### src/hdl/cwdn_pkg.sv
`default_nettype none

package cwdn_pkg;

   localparam int SLOTS       = 4;
   localparam int VALUE_WIDTH = 32;
   localparam int SLOT_W      = (SLOTS > 1) ? $clog2(SLOTS) : 1;
   localparam int ACT_W       = 3;
   localparam int NUM_DELAYS  = 4;
   localparam int ADDR_W      = 5;

   // request codes
   localparam logic [2:0] REQ_WRITE   = 3'd0;
   localparam logic [2:0] REQ_PROCESS = 3'd1;
   localparam logic [2:0] REQ_CLEAR   = 3'd2;
   localparam logic [2:0] REQ_CHECK   = 3'd3;
   localparam logic [2:0] REQ_TRIGGER = 3'd4;

   // register indexes
   localparam logic [2:0] REG_ACTIVE = 3'd0;
   localparam logic [2:0] REG_DELAY0 = 3'd1;
   localparam logic [2:0] REG_DELAY3 = 3'd4;

   typedef struct packed {
      logic [2:0]  req_type;
      logic [1:0]  slot_index;
      logic [31:0] new_value;
      logic [31:0] now_time;
   } req_type_type;

   typedef struct packed {
      logic        notify;
      logic [1:0]  notify_slot;
      logic [31:0] notify_value;
      logic        any_change;
      logic        last;
   } rsp_type;

endpackage

`default_nettype wire

### src/hdl/change_watch_delayed_notify.sv
`default_nettype none

// Channel   | Direction | Handshake                   | Payload
// request   | in        | req_valid / req_stall       | req_data  (cwdn_pkg::req_type_type)
// response  | out       | rsp_valid / rsp_stall       | rsp_data  (cwdn_pkg::rsp_type)
// config    | in        | psel, penable, pwrite       | paddr, pwdata, prdata, pready
//
// Write requests complete in the accept cycle. Process, clear and check walk the
// active slots one per cycle through a single compare/elapsed-time unit, then
// process and check finish with a summary step. Trigger with a valid slot index
// goes through its own step after accept. Every walk, summary and trigger step
// waits while the output register is full and stalled. Synchronous reset zeroes
// all slot state and sets active_entries to 4.

module change_watch_delayed_notify (
   input  wire                          clock,
   input  wire                          reset,
   input  wire                          req_valid,
   output logic                         req_stall,
   input  wire cwdn_pkg::req_type_type  req_data,
   output logic                         rsp_valid,
   input  wire                          rsp_stall,
   output cwdn_pkg::rsp_type            rsp_data,
   input  wire                          psel,
   input  wire                          penable,
   input  wire                          pwrite,
   input  wire [cwdn_pkg::ADDR_W-1:0]   paddr,
   input  wire [31:0]                   pwdata,
   output logic [31:0]                  prdata,
   output logic                         pready
);

   localparam logic [1:0] ST_IDLE = 2'd0;
   localparam logic [1:0] ST_WALK = 2'd1;
   localparam logic [1:0] ST_SUM  = 2'd2;
   localparam logic [1:0] ST_TRIG = 2'd3;

   localparam int VW  = cwdn_pkg::VALUE_WIDTH;
   localparam int SW  = cwdn_pkg::SLOT_W;
   localparam int AW  = cwdn_pkg::ACT_W;
   localparam int NS  = cwdn_pkg::SLOTS;

   logic [1:0]       state_ff, state_in;
   logic [SW-1:0]    cnt_ff, cnt_in;
   logic [2:0]       op_ff, op_in;
   logic [31:0]      now_ff, now_in;
   logic             any_ff, any_in;

   logic [VW-1:0]    cur_ff   [NS];
   logic [VW-1:0]    saved_ff [NS];
   logic [31:0]      time_ff  [NS];
   logic [NS-1:0]    pend_ff;

   logic [AW-1:0]    active_ff;
   logic [31:0]      delay_ff [cwdn_pkg::NUM_DELAYS];

   logic             rsp_valid_ff, rsp_valid_in;
   cwdn_pkg::rsp_type rsp_ff, rsp_in;

   logic             accept;
   logic             out_free;
   logic             cfg_wr;
   logic [2:0]       cfg_idx;
   logic [AW-1:0]    n_act;
   logic             last_slot;
   logic             idx_ok;

   // shared per-slot unit
   logic [VW-1:0]    u_cur;
   logic [31:0]      u_delay;
   logic             u_diff;
   logic             u_expired;
   logic             u_delay_nz;

   // per-step updates of the slot at cnt
   logic             wr_saved;
   logic             wr_time;
   logic             wr_pend;
   logic             pend_val;
   logic             emit;

   assign pready    = 1'b1;
   assign req_stall = (state_ff != ST_IDLE);
   assign accept    = req_valid && !req_stall;
   assign out_free  = !rsp_valid_ff || !rsp_stall;
   assign rsp_valid = rsp_valid_ff;
   assign rsp_data  = rsp_ff;
   assign cfg_wr    = psel && penable && pwrite && pready;
   assign cfg_idx   = paddr[4:2];
   assign idx_ok    = ({1'b0, req_data.slot_index} < AW'(NS));
   assign n_act     = (active_ff > AW'(NS)) ? AW'(NS) : active_ff;
   assign last_slot = ((AW'(cnt_ff) + AW'(1)) >= n_act);

   assign u_cur      = cur_ff[cnt_ff];
   assign u_delay    = delay_ff[2'(cnt_ff)];
   assign u_diff     = (saved_ff[cnt_ff] != u_cur);
   assign u_delay_nz = (u_delay != 32'd0);
   assign u_expired  = ((now_ff - time_ff[cnt_ff]) >= u_delay);

   always_comb begin
      unique case (cfg_idx)
         3'd0:    prdata = 32'(active_ff);
         3'd1:    prdata = delay_ff[0];
         3'd2:    prdata = delay_ff[1];
         3'd3:    prdata = delay_ff[2];
         3'd4:    prdata = delay_ff[3];
         default: prdata = 32'd0;
      endcase
   end

   always_comb begin
      state_in     = state_ff;
      cnt_in       = cnt_ff;
      op_in        = op_ff;
      now_in       = now_ff;
      any_in       = any_ff;
      rsp_valid_in = rsp_valid_ff && rsp_stall;
      rsp_in       = rsp_ff;
      wr_saved     = 1'b0;
      wr_time      = 1'b0;
      wr_pend      = 1'b0;
      pend_val     = 1'b0;
      emit         = 1'b0;

      unique case (state_ff)
         ST_IDLE: begin
            if (accept) begin
               op_in  = req_data.req_type;
               now_in = req_data.now_time;
               any_in = 1'b0;
               cnt_in = '0;
               unique case (req_data.req_type)
                  cwdn_pkg::REQ_PROCESS,
                  cwdn_pkg::REQ_CHECK: begin
                     state_in = (n_act == '0) ? ST_SUM : ST_WALK;
                  end
                  cwdn_pkg::REQ_CLEAR: begin
                     state_in = (n_act == '0) ? ST_IDLE : ST_WALK;
                  end
                  cwdn_pkg::REQ_TRIGGER: begin
                     if (idx_ok) begin
                        cnt_in   = req_data.slot_index[SW-1:0];
                        state_in = ST_TRIG;
                     end
                  end
                  default: ;
               endcase
            end
         end
         ST_WALK: begin
            if (out_free) begin
               unique case (op_ff)
                  cwdn_pkg::REQ_PROCESS: begin
                     if (u_diff) begin
                        wr_saved = 1'b1;
                        any_in   = 1'b1;
                        wr_pend  = 1'b1;
                        if (u_delay_nz) begin
                           wr_time  = 1'b1;
                           pend_val = 1'b1;
                        end else begin
                           emit = 1'b1;
                        end
                     end else if (pend_ff[cnt_ff] && u_expired) begin
                        wr_pend = 1'b1;
                        emit    = 1'b1;
                     end
                  end
                  cwdn_pkg::REQ_CLEAR: begin
                     if (u_diff) begin
                        wr_saved = 1'b1;
                        if (u_delay_nz) begin
                           wr_time = 1'b1;
                           wr_pend = 1'b1;
                        end
                     end
                  end
                  default: begin
                     if (u_diff) any_in = 1'b1;
                  end
               endcase
               if (emit) begin
                  rsp_valid_in          = 1'b1;
                  rsp_in.notify         = 1'b1;
                  rsp_in.notify_slot    = 2'(cnt_ff);
                  rsp_in.notify_value   = 32'(u_cur);
                  rsp_in.any_change     = 1'b0;
                  rsp_in.last           = 1'b0;
               end
               if (last_slot) begin
                  state_in = (op_ff == cwdn_pkg::REQ_CLEAR) ? ST_IDLE : ST_SUM;
               end else begin
                  cnt_in = cnt_ff + SW'(1);
               end
            end
         end
         ST_SUM: begin
            if (out_free) begin
               rsp_valid_in        = 1'b1;
               rsp_in.notify       = 1'b0;
               rsp_in.notify_slot  = 2'd0;
               rsp_in.notify_value = 32'd0;
               rsp_in.any_change   = any_ff;
               rsp_in.last         = 1'b1;
               state_in            = ST_IDLE;
            end
         end
         ST_TRIG: begin
            if (out_free) begin
               rsp_valid_in        = 1'b1;
               rsp_in.notify       = 1'b1;
               rsp_in.notify_slot  = 2'(cnt_ff);
               rsp_in.notify_value = 32'(u_cur);
               rsp_in.any_change   = 1'b0;
               rsp_in.last         = 1'b1;
               state_in            = ST_IDLE;
            end
         end
         default: state_in = ST_IDLE;
      endcase
   end

   always_ff @(posedge clock) begin
      if (reset) begin
         state_ff     <= ST_IDLE;
         cnt_ff       <= '0;
         op_ff        <= cwdn_pkg::REQ_WRITE;
         any_ff       <= 1'b0;
         rsp_valid_ff <= 1'b0;
         active_ff    <= AW'(4);
         pend_ff      <= '0;
         for (int i = 0; i < cwdn_pkg::NUM_DELAYS; i++) delay_ff[i] <= 32'd0;
         for (int i = 0; i < NS; i++) begin
            cur_ff[i]   <= '0;
            saved_ff[i] <= '0;
            time_ff[i]  <= 32'd0;
         end
      end else begin
         state_ff     <= state_in;
         cnt_ff       <= cnt_in;
         op_ff        <= op_in;
         any_ff       <= any_in;
         rsp_valid_ff <= rsp_valid_in;

         if (cfg_wr) begin
            if (cfg_idx == cwdn_pkg::REG_ACTIVE) begin
               active_ff <= pwdata[AW-1:0];
            end else if (cfg_idx >= cwdn_pkg::REG_DELAY0 && cfg_idx <= cwdn_pkg::REG_DELAY3) begin
               delay_ff[2'(cfg_idx - cwdn_pkg::REG_DELAY0)] <= pwdata;
            end
         end

         if (accept && req_data.req_type == cwdn_pkg::REQ_WRITE && idx_ok) begin
            cur_ff[req_data.slot_index[SW-1:0]] <= VW'(req_data.new_value);
         end

         if (wr_saved) saved_ff[cnt_ff] <= u_cur;
         if (wr_time)  time_ff[cnt_ff]  <= now_ff;
         if (wr_pend)  pend_ff[cnt_ff]  <= pend_val;
      end
   end

   always_ff @(posedge clock) begin
      now_ff <= now_in;
      rsp_ff <= rsp_in;
   end

endmodule

`default_nettype wire
### config.mk
export PLATFORM = sky130hd
export DESIGN_NAME = change_watch_delayed_notify
export DESIGN_NICKNAME = d
export VERILOG_FILES = /design/src/hdl/cwdn_pkg.sv /design/src/hdl/change_watch_delayed_notify.sv
export SDC_FILE = /design/constraint.sdc
export NUM_CORES = 1
export LEC_CHECK = 0
export BUFFER_PORTS_ARGS = -buffer_cell sky130_fd_sc_hd__buf_2
export CAP_MARGIN = 20
export CORE_MARGIN = 10
export CORE_UTILIZATION = 50
export DETAILED_ROUTE_END_ITERATION = 8
export PLACE_DENSITY_LB_ADDON = 0.05
export SYNTH_ARGS = -nofsm -noshare
export SYNTH_HDL_FRONTEND = slang
export SYNTH_SLANG_ARGS = --single-unit
### constraint.sdc
create_clock -name clock -period 11.4 [get_ports clock]
set_input_delay 0 -clock clock [delete_from_list [all_inputs] [get_ports clock]]
set_output_delay 0 -clock clock [all_outputs]
set_load 0.05 [all_outputs]
==> flow_metrics.py, run 1 <==
metrics = {
    "drt": {
        "drt_first_pass_iters": 5,
        "wl_mm": 79.11,
        "wl_per_cell_um": 24.00,
        "vias": 18760,
        "initialDrtViolationCount": 1678,
        "ant_nets": 0,
        "avgViaCountPerCell": 5.693,
        "drc": 0,
    },
    "sta": {
        "timing_hold_violations_final": 0,
        "finClkSkew_ns": 0.02290,
        "finalSetupTns_ns": 0,
        "finalWorstSetupSlack_ns": 3.896,
        "fin_crit_ns": 7.504,
        "fin_hold_ws_ns": 0.07066,
        "fmax_mhz": 133.3,
        "rsz0062_at_grt": "false",
        "worst_pin_slew_ns": 1.072,
        "report.final.slew_viol_count": 0,
        "finalCritPeriodShare_pct": 65.82,
        "setup_viol_count_final": 0,
        "relSlewSlack_pct": 28.52,
    },
    "global_route": {
        "gr-usage-met2_pct": 35.34,
        "grt_pass1_wl_mm": 120.1,
        "grt_pass1_vias": 19250,
        "use_met1_pct": 32.17,
        "busiest_layer": "met2",
        "antenna_found_initial": 7,
        "grt_max_degree": 133,
        "grt.total_usage_pct": 22.64,
        "overflow": 0,
        "met3_usage_pct": 4.722,
    },
    "place": {
        "io_buffer_count": 181,
        "place_hpwl_mm": 49.34,
        "dp_slack_ns": 3.765,
        "placed_cells": 3055,
        "gp_congestion": 0.8756,
    },
    "clock_network": {
        "numCtsBuffers": 67,
        "clock_latency_ns": 0.60,
        "path_clk_slew_ns": 0.06,
        "cts_resized": 0,
        "cts_tree": "yes",
        "htreeDepth": 3,
        "root_buffer": "clkbuf_16",
        "cts.sinks": 599,
        "cts_buffer_depth": 3,
    },
    "yosys": {
        "synthTopCellsByArea": "edfxtp_1, mux4_2, and2_1",
        "synth_compound_area_share_pct": 5.201,
        "synth_top_family_by_area": "simple AND/OR/NAND/NOR gates",
        "muxShareOfSynthArea_pct": 12.33,
        "synth_top_area_share_pct": 59.01,
        "synth_xor_area_share_pct": 1.866,
        "synth_fa_ha_area_share_pct": 3.242,
        "synth_nets": 2372,
        "synth_edf_count": 581,
        "yosysUniqueCellTypes": 59,
        "ys.flop_type": "edfxtp_1",
        "synth_top_area_cell": "edfxtp_1",
        "synth_warnings": 0,
        "synthArstFlopShare_pct": 0,
        "ys_seq_area_share_pct": 60.23,
        "synth_seq_cells": 599,
        "netlist_area_mm2": 0.02957,
        "synthSimpleGateAreaFrac_pct": 14.20,
        "synth.avg_cell_area_um2": 13.54,
        "syn_inst": 2183,
    },
    "power_and_ir_drop": {
        "peakVddDrop_uv": 158.2,
        "pwr_density_cell_mw_per_mm2": 202.0,
        "p_leak_nw": 12.99,
    },
    "status": {
        "status": "finished clean",
    },
    "setup_path": {
        "critPathMaxFanout": 37,
        "slowest_stage": "dfxtp_4",
        "rr_endpoint": "rsp_data[16]",
        "crit_type": "register to register",
        "ff2ff_path_depth": 21,
        "critPathLaunchType": "register",
        "arrival_ns": 7.73,
        "cp.required_ns": 11.62,
        "cpPeakStageDelay_ns": 0.83,
        "worstSetupEndpointType": "register",
        "regToRegSetupSlack_ns": 3.90,
        "path_cells": "buf_4 -> mux4_2 -> inv_1 -> fa_1 -> a21oi_1 -> o2bb2ai_1 -> a211oi_1 -> o21ai_0 -> o21ai_0 -> o311ai_0 -> a31o_2 -> a21oi_1 -> xnor2_1 -> ha_1 -> nand4_1 -> or4_1 -> o211ai_1 -> a21boi_0 -> o31a_1 -> a21oi_4 -> buf_4",
        "cp-endpoint": "rsp_data[16]",
    },
    "job": {
        "drv_cap": 0,
    },
    "hold_path": {
        "min_from": "req_valid",
        "min_path_type": "primary input to register",
        "whs_path_depth": 5,
    },
    "floorplanning": {
        "io_pins": 185,
        "fp.dieArea_mm2": 0.06926,
        "die_y_um": 263.2,
        "initial_core_util_pct": 50.29,
        "core_mm2": 0.05880,
        "row_count": 89,
        "fp.dieW_um": 263.2,
    },
    "final_layout": {
        "drive_gt1_share_pct": 20.06,
        "final_nets": 2657,
        "final_cell_mix": "edfxtp_1, and2_1, nor2_1",
        "layoutNonFillerInstCount": 3296,
        "final_common_cell": "edfxtp_1",
        "post-route-util_pct": 58.76,
        "syn_to_final_growth_pct": 16.85,
    },
}
[final cells by class]
type | count | area, um2
multi-input cells | 1377 | 11070
diodes | 5 | 12.51
flip-flops and latches | 599 | 17810
clock inverters | 32 | 177.7
well taps | 773 | 967.2
clock buffers | 87 | 1794
inverters | 88 | 330.3
repair buffers | 335 | 2380
fillers | 4748 | 24250
[worst max-delay path: cells and delay by family (launching register included)]
| kind | cells | cell delay, ns |
|---|---|---|
| AOI/OAI and AO/OA | 12 | 3.28 |
| xor gates and xnor gates | 1 | 0.11 |
| adders and majority gates | 2 | 0.73 |
| buffers and inverters | 3 | 1.15 |
| DFF | 1 | 0.83 |
| muxes | 1 | 0.34 |
| and+or+nand+nor | 2 | 0.62 |
[power by group]
part | switching (mW) | leakage [nW] | internal, mW
sequential | 0.125 | 5.98 | 2.59
combinational | 1.38 | 6.05 | 0.889
clock | 0.865 | 0.963 | 1.13
[state kept, by name (all words and copies together) (netlist names), named ones only]
name and cells:
delay_ff 128, saved_ff 128, cnt_ff 2, rsp_data 37, cur_ff 128, pend_ff 4
time_ff 128, state_ff 2, rsp_valid 1, any_ff 1, active_ff 3, now_ff 32
op_ff 3
[cell usage after synthesis (24+ instances only)]
cell      number
mux2_2        32
and2_1       383
xor2_1        42
inv_1         86
ha_1          75
a21oi_1       54
clkbuf_1      78
mux2i_1       38
o21ai_0       66
nor2_1       204
a22oi_1       64
buf_2         24
nand2_1      110
mux4_2       129
edfxtp_1     581
[worst min path at each step]
| stage | endpoint |
|---|---|
| after floorplan | now_ff[0] |
| after global placement | now_ff[27] |
| after detailed placement | now_ff[5] |
| after CTS | register |
| after global routing | now_ff[2] |
| final | register |
[kinds of logic (layout without fill, tap and decap cells)]
group | Yosys count | in the layout
adder cells (fa/ha/maj) | 76 | 76
AND/OR/NAND/NOR | 797 | 797
AO/OA/AOI/OAI | 241 | 241
flip-flops | 599 | 599
other | 1 | 6
XOR/XNOR | 63 | 63
multiplexers | 199 | 199
buffers and inverters | 207 | 542
[stage by stage]
step / power, mW / area (um2)
floorplan: 4.292 / 29570
global placement: 4.938 / 31390
detailed placement: 4.983 / 31390
CTS: 7.011 / 34500
global route: 7.346 / 34540
finish: 6.979 / 34550
[layer usage]
metal  vias to the layer above  routed length, um
li1                       8594                  -
met1                      9419              35330
met2                       663              36250
met3                        81               6361
met4                         6               1133
met5                         -                 38
[repair_timing]
action	CTS	global route
setup buffers	0	0
endpoints found under the hold margin	308	0
hold buffers	114	0
Power figures use the tool's default switching activity.
==> inputs of run 2 (changes only) <==
==> constraint.sdc (replaced) <==
create_clock -name clock -period 6.2 [get_ports clock]
set_input_delay 0 -clock clock [delete_from_list [all_inputs] [get_ports clock]]
set_output_delay 0 -clock clock [all_outputs]
set_load 0.05 [all_outputs]
==> flow_metrics.py, run 2 (same netlist as run 1, synthesis figures left out) <==
metrics = {
    "sta": {
        "finClkSkew_ns": 0.01795,
        "finalSetupTns_ns": 0,
        "finalWorstSetupSlack_ns": 0.3191,
        "fmax_mhz": 170.0,
        "fin_crit_ns": 5.881,
        "relSlewSlack_pct": 24.79,
        "finalCritPeriodShare_pct": 94.85,
        "timing_hold_violations_final": 0,
        "report.final.slew_viol_count": 0,
        "setup_viol_count_final": 0,
        "worst_pin_slew_ns": 1.128,
        "rsz0062_at_grt": "false",
    },
    "final_layout": {
        "final_nets": 2680,
        "multiInputGateArea_mm2": 0.01110,
        "final_common_cell": "edfxtp_1",
        "drive_gt1_share_pct": 21.21,
        "ff_latch_area_mm2": 0.01781,
        "syn_to_final_growth_pct": 17.56,
        "final_cell_mix": "edfxtp_1, and2_1, nor2_1",
        "nFillCells": 4783,
    },
    "setup_path": {
        "worstSetupEndpointType": "register",
        "critPathMaxFanout": 37,
        "crit_type": "register to register",
        "cp.required_ns": 6.47,
        "arrival_ns": 6.15,
        "critPathLaunchType": "register",
    },
    "global_route": {
        "grt_pass1_wl_mm": 119.8,
        "antenna_found_initial": 8,
        "overflow": 0,
        "grt.total_usage_pct": 22.62,
        "grt_pass1_vias": 19250,
        "grt_max_degree": 133,
    },
    "clock_network": {
        "cts_buffer_depth": 3,
        "numCtsBuffers": 67,
        "htreeDepth": 3,
        "cts.sinks": 599,
        "clock_latency_ns": 0.59,
        "cts_tree": "yes",
        "path_clk_slew_ns": 0.06,
        "root_buffer": "clkbuf_16",
    },
    "floorplanning": {
        "initial_core_util_pct": 50.29,
        "die_y_um": 263.2,
        "fp.dieArea_mm2": 0.06926,
        "fp.dieW_um": 263.2,
        "row_count": 89,
        "io_pins": 185,
        "core_mm2": 0.05880,
    },
    "drt": {
        "vias": 18910,
        "wl_mm": 79.36,
        "avgViaCountPerCell": 5.715,
        "drc": 0,
        "drt_first_pass_iters": 5,
        "initialDrtViolationCount": 1852,
        "wl_per_cell_um": 23.99,
        "ant_nets": 0,
    },
    "hold_path": {
        "min_path_type": "primary input to register",
    },
    "place": {
        "dp_slack_ns": 0.2798,
        "gp_congestion": 0.8842,
        "place_hpwl_mm": 50.98,
        "io_buffer_count": 181,
    },
    "power_and_ir_drop": {
        "switching_power_mw": 4.350,
        "internal-power_mw": 8.599,
        "pwr-share-seq_pct": 38.2,
        "power_mw": 12.95,
        "pwr_density_cell_mw_per_mm2": 372.6,
        "swShare_pct": 33.59,
        "p_leak_nw": 13.13,
        "peakVddDrop_uv": 267.7,
        "clockPowerShare_pct": 28.3,
        "comb_power_share_pct": 33.5,
    },
    "job": {
        "drv_cap": 0,
    },
    "status": {
        "status": "finished clean",
    },
}
==> run 2: layout make-up <==
cell class                 count  area share, %
sequential                   599          51.25
multi-input combinational   1377          31.93
timing repair buffer         358          7.387
clock buffer                  83          5.241
tap                          773          2.783
inverter                      88         0.9503
clock inverter                27         0.4356
antenna                        3        0.02160
==> run 2: worst paths after layout <==
kind / from / end / slack, ns / depth (start not counted)
max: register / rsp_data[8] / 0.32 / 22
min: paddr[2] / delay_ff[2][27] / 0.05 / 3
max reg2reg: register / rsp_data[8] / 0.32 / 22
min reg2reg: pend_ff[1] / pend_ff[1] / 0.46 / 2
==> run 2: through the flow <==
step | instances | hold WS, ns | cell area (um2) | utilization (%)
floorplan | 2183 | 0.09887 | 29720 | -
global placement | 3073 | 0.1764 | 31580 | 53.71
detailed placement | 3077 | 0.1781 | 31600 | 53.75
global route | 3308 | 0.05213 | 34760 | 59.12
finish | 3308 | 0.05110 | 34760 | 59.12
CTS | 3298 | 0.007693 | 34690 | 59.00
==> run 2: timing repair <==
item | CTS | global route
hold buffers | 111 | 0
hold endpoints to repair | 333 | 0
gates resized for setup | 0 | 1
setup endpoints to repair | 0 | 37
buffers inserted | 0 | 3
==> run 2: worst max-delay path, stage by stage (launching register included) <==
cell and delay, ns:
dfxtp_4 0.41, buf_12 0.15, mux4_2 0.51, inv_2 0.09
ha_4 0.20, a21o_1 0.20, or3_1 0.33, o21ai_2 0.30
o31ai_4 0.12, a311oi_2 0.43, a21oi_2 0.16, a211o_1 0.29
a21oi_2 0.15, xnor2_1 0.09, ha_1 0.30, nand4_1 0.11
or4_1 0.53, o211ai_1 0.21, buf_4 0.18, a21boi_2 0.09
o31a_1 0.29, a21oi_4 0.15, buf_12 0.25
==> run 2: layer usage <==
layer  track usage (%)  wire [um]
met1             32.64      35650
met3             5.484       6947
met4             5.064       1116
met2             34.18      35600
met5                 0         48
==> run 2: power by group through the flow <==
| stage | registers, mW | clock network (mW) | logic [mW] |
|---|---|---|---|
| final | 4.95 | 3.67 | 4.33 |
| after global routing | 4.98 | 3.91 | 4.73 |
| after CTS | 4.96 | 3.75 | 4.28 |
| after detailed placement | 5.04 | 0 | 4.19 |
| after global placement | 5.03 | 0 | 4.12 |
| after floorplan | 5.04 | 0 | 2.93 |
==> inputs of run 3 (changes only) <==
==> constraint.sdc (replaced) <==
create_clock -name clock -period 6.2 [get_ports clock]
set_input_delay 0.93 -clock clock [delete_from_list [all_inputs] [get_ports clock]]
set_output_delay 0.93 -clock clock [all_outputs]
set_load 0.05 [all_outputs]
==> flow_metrics.py, run 3 (same netlist as run 1, synthesis figures left out) <==
metrics = {
    "job": {
        "drv_cap": 0,
    },
    "global_route": {
        "grt_pass1_wl_mm": 118.6,
        "grt_pass1_vias": 19090,
        "overflow": 0,
        "grt.total_usage_pct": 22.49,
        "antenna_found_initial": 16,
        "grt_max_degree": 133,
    },
    "setup_path": {
        "critPathMaxFanout": 37,
        "cp.required_ns": 6.47,
        "worstSetupEndpointType": "register",
        "crit_type": "register to register",
        "critPathLaunchType": "register",
        "regToRegSetupSlack_ns": 0.44,
        "arrival_ns": 6.03,
    },
    "clock_network": {
        "cts_tree": "yes",
        "cts_buffer_depth": 3,
        "cts.sinks": 599,
        "root_buffer": "clkbuf_16",
        "clock_latency_ns": 0.60,
        "htreeDepth": 3,
        "numCtsBuffers": 67,
        "path_clk_slew_ns": 0.06,
        "holdBufCountCts": 0,
    },
    "sta": {
        "fin_hold_ws_ns": 0.4640,
        "finClkSkew_ns": 0.02008,
        "finalSetupTns_ns": 0,
        "fmax_mhz": 173.6,
        "finalCritPeriodShare_pct": 92.92,
        "report.final.slew_viol_count": 0,
        "fin_crit_ns": 5.761,
        "timing_hold_violations_final": 0,
        "relSlewSlack_pct": 26.23,
        "rsz0062_at_grt": "false",
        "worst_pin_slew_ns": 1.095,
        "setup_viol_count_final": 0,
    },
    "final_layout": {
        "drive_gt1_share_pct": 22.19,
        "final_common_cell": "edfxtp_1",
        "final_cell_mix": "edfxtp_1, and2_1, nor2_1",
        "final_nets": 2571,
        "syn_to_final_growth_pct": 14.12,
        "nFillCells": 4818,
    },
    "floorplanning": {
        "fp.dieArea_mm2": 0.06926,
        "row_count": 89,
        "fp.dieW_um": 263.2,
        "core_mm2": 0.05880,
        "io_pins": 185,
        "initial_core_util_pct": 50.29,
        "die_y_um": 263.2,
    },
    "place": {
        "place_hpwl_mm": 51.19,
        "gp_congestion": 0.8372,
        "io_buffer_count": 181,
    },
    "drt": {
        "avgViaCountPerCell": 5.736,
        "ant_nets": 0,
        "wl_per_cell_um": 24.50,
        "drc": 0,
        "initialDrtViolationCount": 1470,
        "drt_first_pass_iters": 5,
        "vias": 18400,
        "wl_mm": 78.58,
    },
    "power_and_ir_drop": {
        "peakVddDrop_uv": 264.1,
        "pwr_density_cell_mw_per_mm2": 382.7,
        "p_leak_nw": 12.70,
    },
    "status": {
        "status": "finished clean",
    },
    "hold_path": {
        "min_path_type": "register to register",
    },
}
[run 3: cell types whose count changed in the layout (fill, tap and decap cells not counted), moves of 2 or more]
cell and delta:
buf_4 +4, clkbuf_1 +4, clkinvlp_4 -2, dlygate4sd3_1 -111, diode_2 +2, buf_2 -3
clkinv_1 +2
[run 3: through the flow]
stage | power, mW | setup slack (ns) | util, % | cell area, um2 | std cells
floorplan | 7.977 | 0.009795 | - | 29720 | 2183
global placement | 9.145 | 0.4193 | 53.85 | 31660 | 3083
detailed placement | 9.213 | 0.4088 | 53.85 | 31660 | 3083
CTS | 12.97 | 0.3725 | 57.32 | 33700 | 3199
global route | 13.58 | 0.01298 | 57.37 | 33730 | 3204
finish | 12.91 | 0.4391 | 57.39 | 33740 | 3207
[run 3: layout make-up]
cell class	count	area (um2)	area share (%)
Multi-Input combinational cell	1377	11100	32.91
Sequential cell	599	17810	52.80
Clock inverter	28	181.4	0.5377
Timing Repair Buffer	249	1470	4.357
Inverter	88	330.3	0.9790
Clock buffer	88	1862	5.518
Antenna cell	5	12.51	0.03708
Tap cell	773	967.2	2.866
[run 3: worst paths after layout]
path | endpoint | depth (start not counted) | from
worst min register to register | pend_ff[1] | 2 | pend_ff[1]
worst max-delay path | rsp_data[20] | 22 | register
worst max register to register | rsp_data[20] | 22 | register
worst min-delay path | pend_ff[1] | 2 | pend_ff[1]
[run 3: power breakdown]
group / total [mW] / switching [mW] / internal, mW
combinational: 4.23 / 2.57 / 1.66
sequential: 4.94 / 0.175 / 4.77
clock: 3.74 / 1.56 / 2.19
[run 3: repair_timing]
action,4_1_cts,5_1_grt
setup buffers,0,0
gates resized for setup,0,1
endpoints found under the setup margin,0,37
endpoints found under the hold margin,0,0
[run 3: worst max-delay path, stage by stage, from the launching register on]
cell	delay, ns
dfxtp_4	0.38
buf_12	0.19
mux4_2	0.53
inv_2	0.09
ha_4	0.20
a21o_1	0.20
or3_1	0.32
o21ai_2	0.27
o31ai_4	0.12
a311oi_2	0.37
a21oi_2	0.15
a211o_1	0.29
a21oi_2	0.15
xnor2_1	0.08
ha_1	0.30
nand4_1	0.10
or4_1	0.53
o211ai_1	0.19
buf_4	0.17
a21boi_2	0.06
o31a_1	0.28
a21oi_4	0.15
buf_12	0.25
[run 3: routing by layer]
| layer | share of wire, % | global-route usage [%] | wire length [um] | up-vias |
|---|---|---|---|---|
| li1 | - | - | - | 8416 |
| met1 | 44 | 31.52 | 34700 | 9247 |
| met2 | 46 | 34.73 | 35860 | 606 |
| met3 | 8.1 | 5.745 | 6343 | 109 |
| met4 | 2.0 | 5.203 | 1546 | 18 |
| met5 | 0.16 | 0 | 123 | - |
